--- config.mk ---
export PLATFORM = sky130hd
export DESIGN_NAME = source_line_token_normalizer_unit_flat
export DESIGN_NICKNAME = d
export VERILOG_FILES = /design/src/hdl/slnt_pkg.sv /design/src/hdl/slnt_if.sv /design/src/hdl/source_line_token_normalizer_unit.sv /design/src/hdl/slnt_token_step.sv /design/src/flat_wrapper.sv
export VERILOG_INCLUDE_DIRS = /design/src /design/src/hdl
export SDC_FILE = /design/constraint.sdc
export NUM_CORES = 1
export LEC_CHECK = 0
export ABC_AREA = 0
export BUFFER_PORTS_ARGS = -buffer_cell sky130_fd_sc_hd__buf_2
export CORE_UTILIZATION = 25
export DETAILED_ROUTE_END_ITERATION = 10
export GPL_TIMING_DRIVEN = 1
export HOLD_SLACK_MARGIN = 0.03
export PLACE_DENSITY = 0.51
export SLEW_MARGIN = 30
export SYNTH_ARGS = -nofsm -noshare
export SYNTH_HDL_FRONTEND = slang
export SYNTH_SLANG_ARGS = --single-unit
--- constraint.sdc ---
create_clock -name i_clk -period 2.8 [get_ports i_clk]
set_clock_uncertainty 0.15 [all_clocks]
set_input_delay 0.14 -clock i_clk [delete_from_list [all_inputs] [get_ports i_clk]]
set_output_delay 0.14 -clock i_clk [all_outputs]
set_load 0.01 [all_outputs]
--- src/hdl/source_line_token_normalizer_unit_assert.svh ---
// Assertion macros for the source line token normalizer.
// Clocked on i_clk, disabled while i_rst_n is low; empty under SYNTHESIS.
`ifndef SOURCE_LINE_TOKEN_NORMALIZER_UNIT_ASSERT_SVH
`define SOURCE_LINE_TOKEN_NORMALIZER_UNIT_ASSERT_SVH
`ifndef SYNTHESIS
`define SLNT_ASSERT_ALWAYS(lbl, expr, msg) \
    lbl: assert property (@(posedge i_clk) disable iff (!i_rst_n) (expr)) else $error(msg);
`define SLNT_ASSERT_IMPLIES(lbl, ante, cons, msg) \
    lbl: assert property (@(posedge i_clk) disable iff (!i_rst_n) (ante) |-> (cons)) \
        else $error(msg);
`define SLNT_ASSERT_NEXT(lbl, ante, cons, msg) \
    lbl: assert property (@(posedge i_clk) disable iff (!i_rst_n) (ante) |=> (cons)) \
        else $error(msg);
`else
`define SLNT_ASSERT_ALWAYS(lbl, expr, msg)
`define SLNT_ASSERT_IMPLIES(lbl, ante, cons, msg)
`define SLNT_ASSERT_NEXT(lbl, ante, cons, msg)
`endif
`endif

--- src/hdl/slnt_pkg.sv ---
// Types and constants shared by the source line token normalizer.
// No dependencies.
`timescale 1ns / 1ps

package slnt_pkg;

    typedef enum logic [2:0] {
        MODE_NORMAL  = 3'd0,
        MODE_WORD    = 3'd1,
        MODE_DQUOTE  = 3'd2,
        MODE_SQUOTE  = 3'd3,
        MODE_COMMENT = 3'd4
    } t_mode;

    localparam logic [7:0] CH_SLASH      = 8'h2F;
    localparam logic [7:0] CH_DQUOTE     = 8'h22;
    localparam logic [7:0] CH_SQUOTE     = 8'h27;
    localparam logic [7:0] CH_UNDERSCORE = 8'h5F;
    localparam logic [7:0] CH_SPACE      = 8'h20;
    localparam logic [7:0] CH_WORD_RESET = 8'h77;

    localparam int RESULT_DEPTH = 4;
    localparam int PTR_W        = $clog2(RESULT_DEPTH);
    localparam int CNT_W        = $clog2(RESULT_DEPTH + 1);

    typedef struct packed {
        t_mode mode;
        logic  slash_pending;
        logic  line_has_output;
    } t_scan_state;

    typedef struct packed {
        logic [7:0] out_char;
        logic       char_valid;
        logic       line_end;
        logic       line_empty;
    } t_result;

    typedef struct packed {
        logic [1:0]  count;
        t_result     res0;
        t_result     res1;
        t_scan_state next_state;
    } t_step_out;

endpackage

--- src/hdl/slnt_if.sv ---
// Valid/ready channel interfaces for the token normalizer input and output.
// No dependencies.
`timescale 1ns / 1ps

interface slnt_in_if;
    logic       valid;
    logic       ready;
    logic [7:0] in_byte;
    logic       line_last;

    modport source (output valid, output in_byte, output line_last, input ready);
    modport sink   (input valid, input in_byte, input line_last, output ready);
endinterface

interface slnt_out_if;
    logic       valid;
    logic       ready;
    logic [7:0] out_char;
    logic       char_valid;
    logic       line_end;
    logic       line_empty;

    modport source (output valid, output out_char, output char_valid,
                    output line_end, output line_empty, input ready);
    modport sink   (input valid, input out_char, input char_valid,
                    input line_end, input line_empty, output ready);
endinterface

--- src/hdl/source_line_token_normalizer_unit.sv ---
// Source line token normalizer: top level with scan state and result queue.
// Depends on slnt_pkg, slnt_if.sv, slnt_token_step and the assertion header.
//
// Usage:
//   i_in carries one byte of a source line per transaction, with line_last
//   set on the final byte. o_out carries normalized characters: word runs
//   become the word marker, spaces and literal bodies drop, "//" drops the
//   rest of the line. The final result of a line has line_end set, and
//   line_empty when the line gave no character.
//   i_cfg_we/i_cfg_data write the word marker; write it only while idle.
//   Results are registered into the queue on accept; with the queue empty,
//   they show on the output in the next cycle. Throughput: one byte per
//   cycle while the queue has room; a byte yields zero, one or two results.
//   The output drains one result per ready cycle from a four-entry queue.
//   Stall: a byte is taken only while two or fewer results wait, so a
//   stalled receiver holds the input once three results are queued; bytes
//   that yield no result keep flowing until then.
//   Reset: scan state returns to normal mode, the queue empties and the
//   word marker returns to 'w'.
`timescale 1ns / 1ps

module source_line_token_normalizer_unit (
    input  logic       i_clk,
    input  logic       i_rst_n,
    slnt_in_if.sink    i_in,
    slnt_out_if.source o_out,
    input  logic       i_cfg_we,
    input  logic [7:0] i_cfg_data
);
    import slnt_pkg::*;
    `include "source_line_token_normalizer_unit_assert.svh"

    logic [7:0]       r_word_marker;
    t_scan_state      r_state;
    t_result          r_fifo [RESULT_DEPTH];
    logic [PTR_W-1:0] r_rd_ptr;
    logic [PTR_W-1:0] r_wr_ptr;
    logic [CNT_W-1:0] r_count;

    logic [PTR_W-1:0] n_rd_ptr;
    logic [PTR_W-1:0] n_wr_ptr;
    logic [CNT_W-1:0] n_count;
    t_step_out        step;
    logic             accept;
    logic             pop;
    logic [1:0]       push_n;

    slnt_token_step u_step (
        .i_byte        (i_in.in_byte),
        .i_last        (i_in.line_last),
        .i_word_marker (r_word_marker),
        .i_state       (r_state),
        .o_step        (step)
    );

    // Take a byte only when two queue slots are guaranteed free.
    assign i_in.ready = (r_count <= CNT_W'(RESULT_DEPTH - 2));
    assign accept     = i_in.valid && i_in.ready;
    assign push_n     = accept ? step.count : 2'd0;
    assign pop        = o_out.valid && o_out.ready;

    assign o_out.valid      = (r_count != '0);
    assign o_out.out_char   = r_fifo[r_rd_ptr].out_char;
    assign o_out.char_valid = r_fifo[r_rd_ptr].char_valid;
    assign o_out.line_end   = r_fifo[r_rd_ptr].line_end;
    assign o_out.line_empty = r_fifo[r_rd_ptr].line_empty;

    always_comb begin
        n_wr_ptr = r_wr_ptr + PTR_W'(push_n);
        n_rd_ptr = r_rd_ptr + PTR_W'(pop);
        n_count  = r_count + CNT_W'(push_n) - CNT_W'(pop);
    end

    // Control state: word marker, scan state, queue pointers.
    always_ff @(posedge i_clk) begin
        if (!i_rst_n) begin
            r_word_marker <= CH_WORD_RESET;
            r_state       <= '{mode: MODE_NORMAL, slash_pending: 1'b0,
                               line_has_output: 1'b0};
            r_rd_ptr      <= '0;
            r_wr_ptr      <= '0;
            r_count       <= '0;
        end else begin
            if (i_cfg_we) begin
                r_word_marker <= i_cfg_data;
            end
            if (accept) begin
                r_state <= step.next_state;
            end
            r_rd_ptr <= n_rd_ptr;
            r_wr_ptr <= n_wr_ptr;
            r_count  <= n_count;
        end
    end

    // Queue payload: first result at the write pointer, second right after.
    always_ff @(posedge i_clk) begin
        if (push_n != 2'd0) begin
            r_fifo[r_wr_ptr] <= step.res0;
        end
        if (push_n == 2'd2) begin
            r_fifo[r_wr_ptr + PTR_W'(1)] <= step.res1;
        end
    end

    `SLNT_ASSERT_ALWAYS(a_no_overflow, r_count <= CNT_W'(RESULT_DEPTH),
        "result queue overflow")
    `SLNT_ASSERT_IMPLIES(a_last_yields, accept && i_in.line_last, push_n != 2'd0,
        "line end lost")
    `SLNT_ASSERT_NEXT(a_line_reset, accept && i_in.line_last,
        r_state.mode == MODE_NORMAL && !r_state.slash_pending && !r_state.line_has_output,
        "scan state not cleared at line end")
    `SLNT_ASSERT_IMPLIES(a_slash_normal, r_state.slash_pending,
        r_state.mode == MODE_NORMAL, "held slash outside normal mode")

endmodule

--- src/hdl/slnt_token_step.sv ---
// Per-byte scanner step: next scan state and up to two results for one byte.
// Depends on slnt_pkg.
`timescale 1ns / 1ps

module slnt_token_step (
    input  logic [7:0]           i_byte,
    input  logic                 i_last,
    input  logic [7:0]           i_word_marker,
    input  slnt_pkg::t_scan_state i_state,
    output slnt_pkg::t_step_out  o_step
);
    import slnt_pkg::*;

    logic        is_word;
    logic        plain_emit;
    logic [7:0]  plain_char;
    t_mode       plain_mode;
    logic        plain_slash;
    logic        pre_v;
    logic        main_v;
    logic [7:0]  main_c;
    logic        has_out;
    t_scan_state nxt;

    assign is_word = (i_byte >= 8'h61 && i_byte <= 8'h7A) ||
                     (i_byte >= 8'h41 && i_byte <= 8'h5A) ||
                     (i_byte >= 8'h30 && i_byte <= 8'h39) ||
                     (i_byte == CH_UNDERSCORE);

    // Byte seen in normal mode
    always_comb begin
        plain_emit  = 1'b0;
        plain_char  = i_byte;
        plain_mode  = MODE_NORMAL;
        plain_slash = 1'b0;
        priority if (i_byte == CH_SLASH) begin
            plain_slash = 1'b1;
        end else if (i_byte == CH_DQUOTE) begin
            plain_emit = 1'b1;
            plain_mode = MODE_DQUOTE;
        end else if (i_byte == CH_SQUOTE) begin
            plain_emit = 1'b1;
            plain_mode = MODE_SQUOTE;
        end else if (is_word) begin
            plain_emit = 1'b1;
            plain_char = i_word_marker;
            plain_mode = MODE_WORD;
        end else if (i_byte == CH_SPACE) begin
            plain_emit = 1'b0;
        end else begin
            plain_emit = 1'b1;
        end
    end

    always_comb begin
        nxt    = i_state;
        pre_v  = 1'b0;
        main_v = 1'b0;
        main_c = i_byte;
        unique case (i_state.mode)
            MODE_COMMENT: begin
                nxt.mode = MODE_COMMENT;
            end
            MODE_DQUOTE: begin
                if (i_byte == CH_DQUOTE) begin
                    main_v   = 1'b1;
                    nxt.mode = MODE_NORMAL;
                end
            end
            MODE_SQUOTE: begin
                if (i_byte == CH_SQUOTE) begin
                    main_v   = 1'b1;
                    nxt.mode = MODE_NORMAL;
                end
            end
            default: begin
                // Word mode swallows the rest of the run; anything else restarts.
                if (!(i_state.mode == MODE_WORD && is_word)) begin
                    nxt.mode = MODE_NORMAL;
                    if (i_state.slash_pending && i_byte == CH_SLASH) begin
                        nxt.slash_pending = 1'b0;
                        nxt.mode          = MODE_COMMENT;
                    end else begin
                        pre_v             = i_state.slash_pending;
                        main_v            = plain_emit;
                        main_c            = plain_char;
                        nxt.mode          = plain_mode;
                        nxt.slash_pending = plain_slash;
                    end
                end
            end
        endcase

        // A slash still held at line end is flushed; the main slot is free then.
        if (i_last && nxt.slash_pending) begin
            main_v = 1'b1;
            main_c = CH_SLASH;
        end

        has_out = i_state.line_has_output | pre_v | main_v;

        o_step.res0.out_char   = pre_v ? CH_SLASH : (main_v ? main_c : 8'h00);
        o_step.res0.char_valid = pre_v | main_v;
        o_step.res0.line_end   = i_last && !(pre_v && main_v);
        o_step.res0.line_empty = i_last && !(pre_v && main_v) && !has_out;
        o_step.res1.out_char   = main_c;
        o_step.res1.char_valid = 1'b1;
        o_step.res1.line_end   = i_last;
        o_step.res1.line_empty = 1'b0;

        priority if (pre_v && main_v) begin
            o_step.count = 2'd2;
        end else if (pre_v || main_v || i_last) begin
            o_step.count = 2'd1;
        end else begin
            o_step.count = 2'd0;
        end

        if (i_last) begin
            nxt.mode            = MODE_NORMAL;
            nxt.slash_pending   = 1'b0;
            nxt.line_has_output = 1'b0;
        end else begin
            nxt.line_has_output = has_out;
        end
        o_step.next_state = nxt;
    end

endmodule
--- src/flat_wrapper.sv ---
// flat-port wrapper written by rule: the top's interface ports become plain ports
module source_line_token_normalizer_unit_flat import slnt_pkg::*;
  (i_clk, i_rst_n, i_cfg_we, i_cfg_data, i_in_valid, i_in_in_byte, i_in_line_last, i_in_ready, o_out_valid, o_out_out_char, o_out_char_valid, o_out_line_end, o_out_line_empty, o_out_ready);
  slnt_in_if i_in_i ();
  slnt_out_if o_out_i ();
  input  logic i_clk;
  input  logic i_rst_n;
  input  logic i_cfg_we;
  input  logic [7:0] i_cfg_data;
  input wire logic [$bits(i_in_i.valid)-1:0] i_in_valid;
  input wire logic [$bits(i_in_i.in_byte)-1:0] i_in_in_byte;
  input wire logic [$bits(i_in_i.line_last)-1:0] i_in_line_last;
  output wire logic [$bits(i_in_i.ready)-1:0] i_in_ready;
  output wire logic [$bits(o_out_i.valid)-1:0] o_out_valid;
  output wire logic [$bits(o_out_i.out_char)-1:0] o_out_out_char;
  output wire logic [$bits(o_out_i.char_valid)-1:0] o_out_char_valid;
  output wire logic [$bits(o_out_i.line_end)-1:0] o_out_line_end;
  output wire logic [$bits(o_out_i.line_empty)-1:0] o_out_line_empty;
  input wire logic [$bits(o_out_i.ready)-1:0] o_out_ready;
  assign i_in_i.valid = i_in_valid;
  assign i_in_i.in_byte = i_in_in_byte;
  assign i_in_i.line_last = i_in_line_last;
  assign i_in_ready = i_in_i.ready;
  assign o_out_valid = o_out_i.valid;
  assign o_out_out_char = o_out_i.out_char;
  assign o_out_char_valid = o_out_i.char_valid;
  assign o_out_line_end = o_out_i.line_end;
  assign o_out_line_empty = o_out_i.line_empty;
  assign o_out_i.ready = o_out_ready;
  source_line_token_normalizer_unit u_core (.i_clk(i_clk), .i_rst_n(i_rst_n), .i_in(i_in_i), .o_out(o_out_i), .i_cfg_we(i_cfg_we), .i_cfg_data(i_cfg_data));
endmodule
# ---- Word-level counts from Yosys, hierarchy flattened
# Memory sizes are Yosys's and may differ from the RTL's. A register that Yosys moved wholly into a read port is not among the register bits.
# Cells that the tools add are included.
dict set report classes {
  add_sub_neg 5
  bitwise_logic 3
  order_cmp 7
  eq_ne 13
  n_mux 45
  n_reduce_logical 22
}
# cell n
set ops {}
lappend ops {{8-bit two-way mux} 10}
lappend ops {{8-bit by 6-bit equality test with 1-bit output (second input constant)} 4}
lappend ops {{1-bit two-way mux} 22}
lappend ops {{8-bit by 7-bit >= comparator with 1-bit output (second input constant)} 2}
lappend ops {{8-bit by 7-bit less-or-equal comparator with 1-bit output (second input constant)} 2}
lappend ops {{2-bit two-way mux} 6}
lappend ops {{4-bit two-way mux} 3}
lappend ops {{1-bit logical AND} 11}
lappend ops {{3-bit one-hot mux with 3 select lines} 1}
lappend ops {{8-bit by 7-bit equality test with 1-bit output (second input constant)} 1}
lappend ops {{8-bit by 6-bit >= comparator with 1-bit output (second input constant)} 1}
lappend ops {{8-bit by 6-bit less-or-equal comparator with 1-bit output (second input constant)} 1}
lappend ops {{3-bit by 2-bit equality test with 1-bit output (second input constant)} 2}
lappend ops {{3-bit two-way mux} 2}
lappend ops {{3-bit != test (second input constant)} 2}
lappend ops {{1-bit logical OR} 5}
lappend ops {{5-bit by 2-bit != test with 1-bit output (second input constant)} 1}
lappend ops {{4-bit AND reduction} 1}
lappend ops {{3-bit by 2-bit adder with 3-bit output} 1}
lappend ops {{3-bit by 1-bit equality test with 1-bit output (second input constant)} 1}
lappend ops {{3-bit equality test (second input constant)} 1}
lappend ops {{3-bit by 2-bit less-or-equal comparator with 1-bit output (second input constant)} 1}
lappend ops {{1-bit bitwise OR} 3}
lappend ops {{1-bit one-hot mux with 3 select lines} 1}
lappend ops {{other kinds (9)} 10}
dict set report word_totals {
  mem_bits_rw 44
  elab_cells 103
  output_inout_bits 13
  regBits 20
  memories 1
}
# memory words width rd rd_ports_with_merged_regs write_ports line
set mem_list {}
lappend mem_list {u_core.r_fifo 4 11 1 1 2 source_line_token_normalizer_unit.sv:35} ;# t_result r_fifo [RESULT_DEPTH];

# ---- Depth between registers and ports, before layout
dict set report logic_depth {
  depth_word 22
  ltp_mapped 13
}

# ---- Modules after synthesis
# A second synthesis with hierarchy kept.
dict set report hier_totals {
  cells_unflattened 322
  area_unflattened_um2 3966.3
}
# module n_inst area_each_um2 seq_area_each_um2 cells_per_inst
set modules_own_cells {}
lappend modules_own_cells {source_line_token_normalizer_unit 1 3200.6 1721.7 204}
lappend modules_own_cells {slnt_token_step 1 765.7 0.0 118}

# ---- Worst setup path after synthesis
# No wires, ideal clock.
dict set report synth_path {
  path_type {input port to flip-flop}
  from {input port i_in_in_byte[0]}
  to {register u_core.r_count[2]}
  required_time_ps 2532
  path_buffers 2
  path_stages 13
  arrival_time_ps 2462
  path_slack_ps 69
  setup_ps 118
  path_cell_list {buf_2 > and4_1 > o21bai_1 > nand4_2 > and4_1 > buf_2 > nor3_1 > ha_1 > inv_1 > fa_1 > xnor2_1 > xnor2_1 > nor2_1}
}
dict set report synth_via {
  elab_chain_len 20
  word_cells_on_any_way 46
  classes_between {add/sub (2); order compare (6); eq/ne (5); mux (21); reduce/logical (12)}
}
# item line
set synth_rtl {}
lappend synth_rtl {{from (decl)} flat_wrapper.sv:11} ;# input wire logic [$bits(i_in_i.in_byte)-1:0] i_in_in_byte;
lappend synth_rtl {{8-bit by 7-bit >= comparator with 1-bit output, or another cell as far along} slnt_token_step.sv:25} ;# assign is_word = (i_byte >= 8'h61 && i_byte <= 8'h7A) ||
lappend synth_rtl {{1-bit logical AND (on tied branches)} {slnt_token_step.sv:25, slnt_token_step.sv:26}}
lappend synth_rtl {{1-bit logical OR} slnt_token_step.sv:25}
lappend synth_rtl {{1-bit logical OR} slnt_token_step.sv:26} ;# (i_byte >= 8'h41 && i_byte <= 8'h5A) ||
lappend synth_rtl {{1-bit logical OR} slnt_token_step.sv:27} ;# (i_byte >= 8'h30 && i_byte <= 8'h39) ||
lappend synth_rtl {{1-bit two-way mux} slnt_token_step.sv:44} ;# end else if (is_word) begin
lappend synth_rtl {{1-bit two-way mux} slnt_token_step.sv:41} ;# end else if (i_byte == CH_SQUOTE) begin
lappend synth_rtl {{1-bit two-way mux} slnt_token_step.sv:38} ;# end else if (i_byte == CH_DQUOTE) begin
lappend synth_rtl {{[3 not listed]} n/a}
lappend synth_rtl {{1-bit one-hot mux with 3 select lines} slnt_token_step.sv:60} ;# unique case (i_state.mode)
lappend synth_rtl {{1-bit two-way mux} slnt_token_step.sv:95} ;# if (i_last && nxt.slash_pending) begin
lappend synth_rtl {{1-bit logical OR (2 in a row)} slnt_token_step.sv:113} ;# end else if (pre_v || main_v || i_last) begin
lappend synth_rtl {{1-bit two-way mux} slnt_token_step.sv:113}
lappend synth_rtl {{2-bit two-way mux *} slnt_token_step.sv:111} ;# priority if (pre_v && main_v) begin
lappend synth_rtl {{2-bit two-way mux *} source_line_token_normalizer_unit.sv:59} ;# assign push_n = accept ? step.count : 2'd0;
lappend synth_rtl {{3-bit by 2-bit adder with 3-bit output *} source_line_token_normalizer_unit.sv:71} ;# n_count = r_count + CNT_W'(push_n) - CNT_W'(pop);
lappend synth_rtl {{3-bit by 1-bit subtractor with 3-bit output *} source_line_token_normalizer_unit.sv:71}
lappend synth_rtl {{to (signal assigned)} source_line_token_normalizer_unit.sv:92} ;# r_count <= n_count;
lappend synth_rtl {{to (decl)} source_line_token_normalizer_unit.sv:38} ;# logic [CNT_W-1:0] r_count;
# Mark *: on every way between the ends. The rest lies on a longest branch, timed or not. The select of a mux whose other input is x is not followed.
# A chain may end at the register's enable or synchronous reset.

# ---- Final worst setup path
dict set report layout_path {
  from {register u_core.r_state[2] in the netlist's numbering}
  to {register u_core.r_count[2]}
}
dict set report layout_via {
  elab_chain_len 13
  word_cells_on_any_way 22
  classes_between {add/sub (2); eq/ne (4); mux (10); reduce/logical (6)}
}
# item line
set layout_rtl {}
lappend layout_rtl {{from (decl)} source_line_token_normalizer_unit.sv:34} ;# t_scan_state r_state;
lappend layout_rtl {{from (signal assigned)} source_line_token_normalizer_unit.sv:78} ;# r_state <= '{mode: MODE_NORMAL, slash_pending: 1'b0,
lappend layout_rtl {{from (signal assigned)} source_line_token_normalizer_unit.sv:88} ;# r_state <= step.next_state;
lappend layout_rtl {{3-bit by 1-bit equality test with 1-bit output} slnt_token_step.sv:78} ;# if (!(i_state.mode == MODE_WORD && is_word)) begin
lappend layout_rtl {{1-bit logical AND} slnt_token_step.sv:78}
lappend layout_rtl {{4-bit two-way mux} slnt_token_step.sv:78}
lappend layout_rtl {{1-bit two-way mux} slnt_token_step.sv:60}
lappend layout_rtl {{1-bit logical AND} slnt_token_step.sv:95}
lappend layout_rtl {{1-bit two-way mux} slnt_token_step.sv:95}
lappend layout_rtl {{1-bit logical OR (2 in a row)} slnt_token_step.sv:113}
lappend layout_rtl {{1-bit two-way mux} slnt_token_step.sv:113}
lappend layout_rtl {{2-bit two-way mux *} slnt_token_step.sv:111}
lappend layout_rtl {{2-bit two-way mux *} source_line_token_normalizer_unit.sv:59}
lappend layout_rtl {{3-bit by 2-bit adder with 3-bit output *} source_line_token_normalizer_unit.sv:71}
lappend layout_rtl {{3-bit by 1-bit subtractor with 3-bit output *} source_line_token_normalizer_unit.sv:71}
# Marked as above.

==> metrics.md <==
| Metric | Value |
|---|---|
| Share of cells above drive strength 1 | `0.249` |
| Ys flop type | `edfxtp_1` |
| Min Clock Period, post-route | `2.62 ns` |
| Synth Instances | `362` |
| Gr ovfl total | `0` |
| CTS tree | `done` |
| Yosys cell types | `60` |
| CP cell instances | `or3_1 > o21a_1 > nor3_4 > a311oi_4 > nor3_1 > ha_1 > inv_1 > fa_1 > xnor2_1 > xnor2_1 > nor2_1` |
| Hpwl dp | `7090 um` |
| Setup_tns | `0 ns` |
| Die width | `122 um` |
| Crit start category | `flip-flop` |
| Hold Crit Class | `in -> reg` |
| CTS root buf | `clkbuf_16` |
| Peak VDD IR | `0.273 mV` |
| Total CTS buffers | `9` |
| Synth Register Bits | `64` |
| Iteration-0 DRC Markers | `127` |
| Yosys top cell area share | `0.301` |
| Vias per cell | `4.75` |
| PD cells | `697 nW/um^2` |
| Vias in the first global route | `2951` |
| Total track usage | `0.143` |
| Comb power frac | `0.291` |
| Number of max-cap violations | `0` |
| Area contributors post-synth | `edfxtp_1 (30%), dfxtp_1 (16%), mux4_2 (6.9%)` |
| Sw frac | `0.314` |
| Setup crit end kind | `flip-flop` |
| Clock network fraction of total power | `0.326` |
| Critical path's most frequent cell | `xnor2_1` |
| Worst-path clk slew | `0.06 ns` |
| Fill count | `1445` |
| Syn. warnings | `0` |
| Slew @ Worst Pin | `0.546 ns` |
| Fin cells | `619` |
| Vias after detailed routing | `2940` |
| Relative slew slack | `0.626` |
| Register area share after synthesis | `0.457` |
| FFs w/ async S/R, synth | `0` |
| F_max | `381 MHz` |
| Clk_lat worst skew | `0.34 ns` |
| Hold Fails Final Rpt | `0` |
| Syn Nets | `390` |
| EDFF count, synth | `36` |
| Internal power | `2.18 mW` |
| Required @ worst endpoint | `2.87 ns` |
| Max Root-Sink Buffers | `2` |
| Residual DRC | `0` |
| Final Cycle Share | `0.937` |
| RSZ-0062 raised after global routing | `no` |
| H-Tree Depth | `3` |
| Gr busiest metal | `met2` |
| First-pass GRT wire length | `15700 um` |
| Area Overhead vs Synth | `26.5%` |
| Largest net degree at the start of global routing | `15` |
| RD Place Congestion | `0.860` |
| Core ar. | `13900 sq um` |
| Num rows | `43` |
| Post-route cell area | `4550 sq um` |
| Post-CTS setup buffers | `0` |
| Cell area after placement | `4110 sq um` |
| Antenna violations before repair | `0` |
| Die Y | `122 um` |
| Post-synthesis average cell area | `9.93 sq um` |
| Slowest CP cell | `or3_1` |
| Post-Place Cells | `587` |
| CP Class | `reg -> reg` |
| Slowest cell delay on critical path | `0.37 ns` |
| Initial Util | `0.258` |
| Static leakage | `1.77 nW` |
| Setup violators final | `0` |
| Final nets | `461` |
| Area leader, netlist | `edfxtp_1` |
| Sequential Power Share | `0.383` |
| Critical Path AT | `2.69 ns` |
| Drt wl/cell | `15.6 um` |
| Post-route ant nets | `0` |
| Cell family with the largest share of critical-path delay | `simple AND/OR/NAND/NOR gates` |
| GRT met2 Usage | `0.221` |
| TritonRoute pass-1 iters | `4` |
| Die area | `14900 sq um` |
| Final Slew Violations | `0` |
| Num ports | `35` |
| Setup WS pre-CTS | `0.0541 ns` |
| Met3 GRT Util | `0.0435` |
| Status | `complete, no violations` |
| Wirelength, routed | `9660 um` |
| Clock sink total | `64` |
| Port bufs | `34` |
| CP Max Fanout | `5` |
| Met1 usage | `0.188` |
| Synth Cell Area | `3590 sq um` |
| Buf/Inv on CP | `1` |
| Switching pwr | `0.994 mW` |
| Fin worst setup slack | `0.176 ns` |
power by group through the flow:
| stage | registers [mW] | clock network (mW) | logic (mW) |
|---|---|---|---|
| 6_report | 1.21 | 1.03 | 0.922 |
| 5_1_grt | 1.23 | 1.09 | 1.03 |
| 4_1_cts | 1.21 | 1.06 | 0.943 |
| 3_5_place_dp | 1.23 | 0 | 0.923 |
| 3_3_place_gp | 1.23 | 0 | 0.916 |
| 2_1_floorplan | 1.22 | 0 | 0.618 |
flip-flops by register name, indices dropped and copies added (netlist names):
| register | cells |
|---|---|
| u_core.r_count | 3 |
| u_core.r_fifo | 44 |
| u_core.r_rd_ptr | 2 |
| u_core.r_state | 5 |
| u_core.r_word_marker | 8 |
| u_core.r_wr_ptr | 2 |
cell usage in the layout, fill, tap and decap left out, drive strengths merged, types with 3 or more instances in the layout:
cell,n
edfxtp,36
xor2,3
dlygate4sd3,15
or2,5
a21oi,36
and4,4
dfxtp,28
inv,12
nand2b,5
mux4,11
nand2,49
nor2b,5
nor2,41
mux2i,11
xnor2,3
o21ai,20
clkinv,5
clkbuf,9
ha,5
a211oi,4
a22oi,4
nand4,4
and2,20
buf,58
nor3,9
through the flow:
stage	power, mW	hold WS, ns	util
floorplan	1.84	0.118	-
detailed placement	2.16	0.211	0.295
CTS	3.21	0.0837	0.325
global placement	2.14	0.208	0.295
global route	3.35	0.110	0.326
finish	3.17	0.0843	0.326
timing repair:
item | 4_1_cts | 5_1_grt
hold buffers | 15 | 0
endpoints found under the setup margin | 0 | 1
gates resized for setup | 0 | 3
endpoints found under the hold margin | 10 | 0
metal layers:
metal  wire, um  share of wire
met2       4470           0.46
met3        576          0.060
met5          0              0
met1       4470           0.46
met4        133          0.014
final timing paths:
kind                                         start                                    to  slack [ns]  cells past startpoint
setup / recovery    u_core.r_state[2]$_SDFFE_PN0P_          u_core.r_count[2]$_SDFF_PN0_        0.18                     11
hold / removal                            i_cfg_we  u_core.r_word_marker[3]$_SDFFE_PN0P_        0.08                      3
setup reg to reg    u_core.r_state[2]$_SDFFE_PN0P_          u_core.r_count[2]$_SDFF_PN0_        0.18                     11
hold reg to reg   u_core.r_fifo[2][2]$_SDFFE_PP1P_      u_core.r_fifo[2][2]$_SDFFE_PP1P_        0.29                      2
worst reg2reg max path: cells and delay by family (launching register included):
kind | cells | cell delay (ns)
DFF | 1 | 0.33
and+or+nand+nor | 4 | 0.86
buffers and inverters | 1 | 0.05
xor gates and xnor gates | 2 | 0.32
AOI/OAI and AO/OA | 2 | 0.23
adders and majority gates | 2 | 0.57
Yosys cell counts (3+ instances only):
master and number:
buf_2 5, o21ai_0 16, nand2_1 48, and2_1 20, ha_1 5, a21oi_2 3, dfxtp_1 28, nand2b_1 5
or2_2 4, mux2i_1 11, nor2_1 40, mux4_2 11, xor2_1 3, and4_1 4, inv_1 11, a22oi_1 4
clkbuf_1 5, a21oi_1 33, nand4_1 3, edfxtp_1 36, nor3_1 8, a211oi_1 4, nor2b_1 4, xnor2_1 3
kinds of logic (layout without fill, tap and decap cells):
logic type                 after synthesis  count (layout)  synth area share
other                                    0               1                 0
buffers and inverters                   25             101            0.0299
and+or+nand+nor                        155             155             0.223
xor gates and xnor gates                 6               6            0.0146
AOI/OAI and AO/OA                       82              82             0.147
DFF                                     64              64             0.457
muxes                                   24              24             0.106
adders and majority gates                6               6            0.0230
final cells by class:
type / instances / area (sq um) / area share
inverters: 12 / 45.0 / 0.00991
multi-input cells: 273 / 1860 / 0.409
diodes: 1 / 2.50 / 0.000551
clock inverters: 7 / 46.3 / 0.0102
repair buffers: 73 / 500 / 0.110
well taps: 180 / 225 / 0.0495
flip-flops and latches: 64 / 1640 / 0.361
clock buffers: 9 / 225 / 0.0495
(Power assumes the default switching activity.)
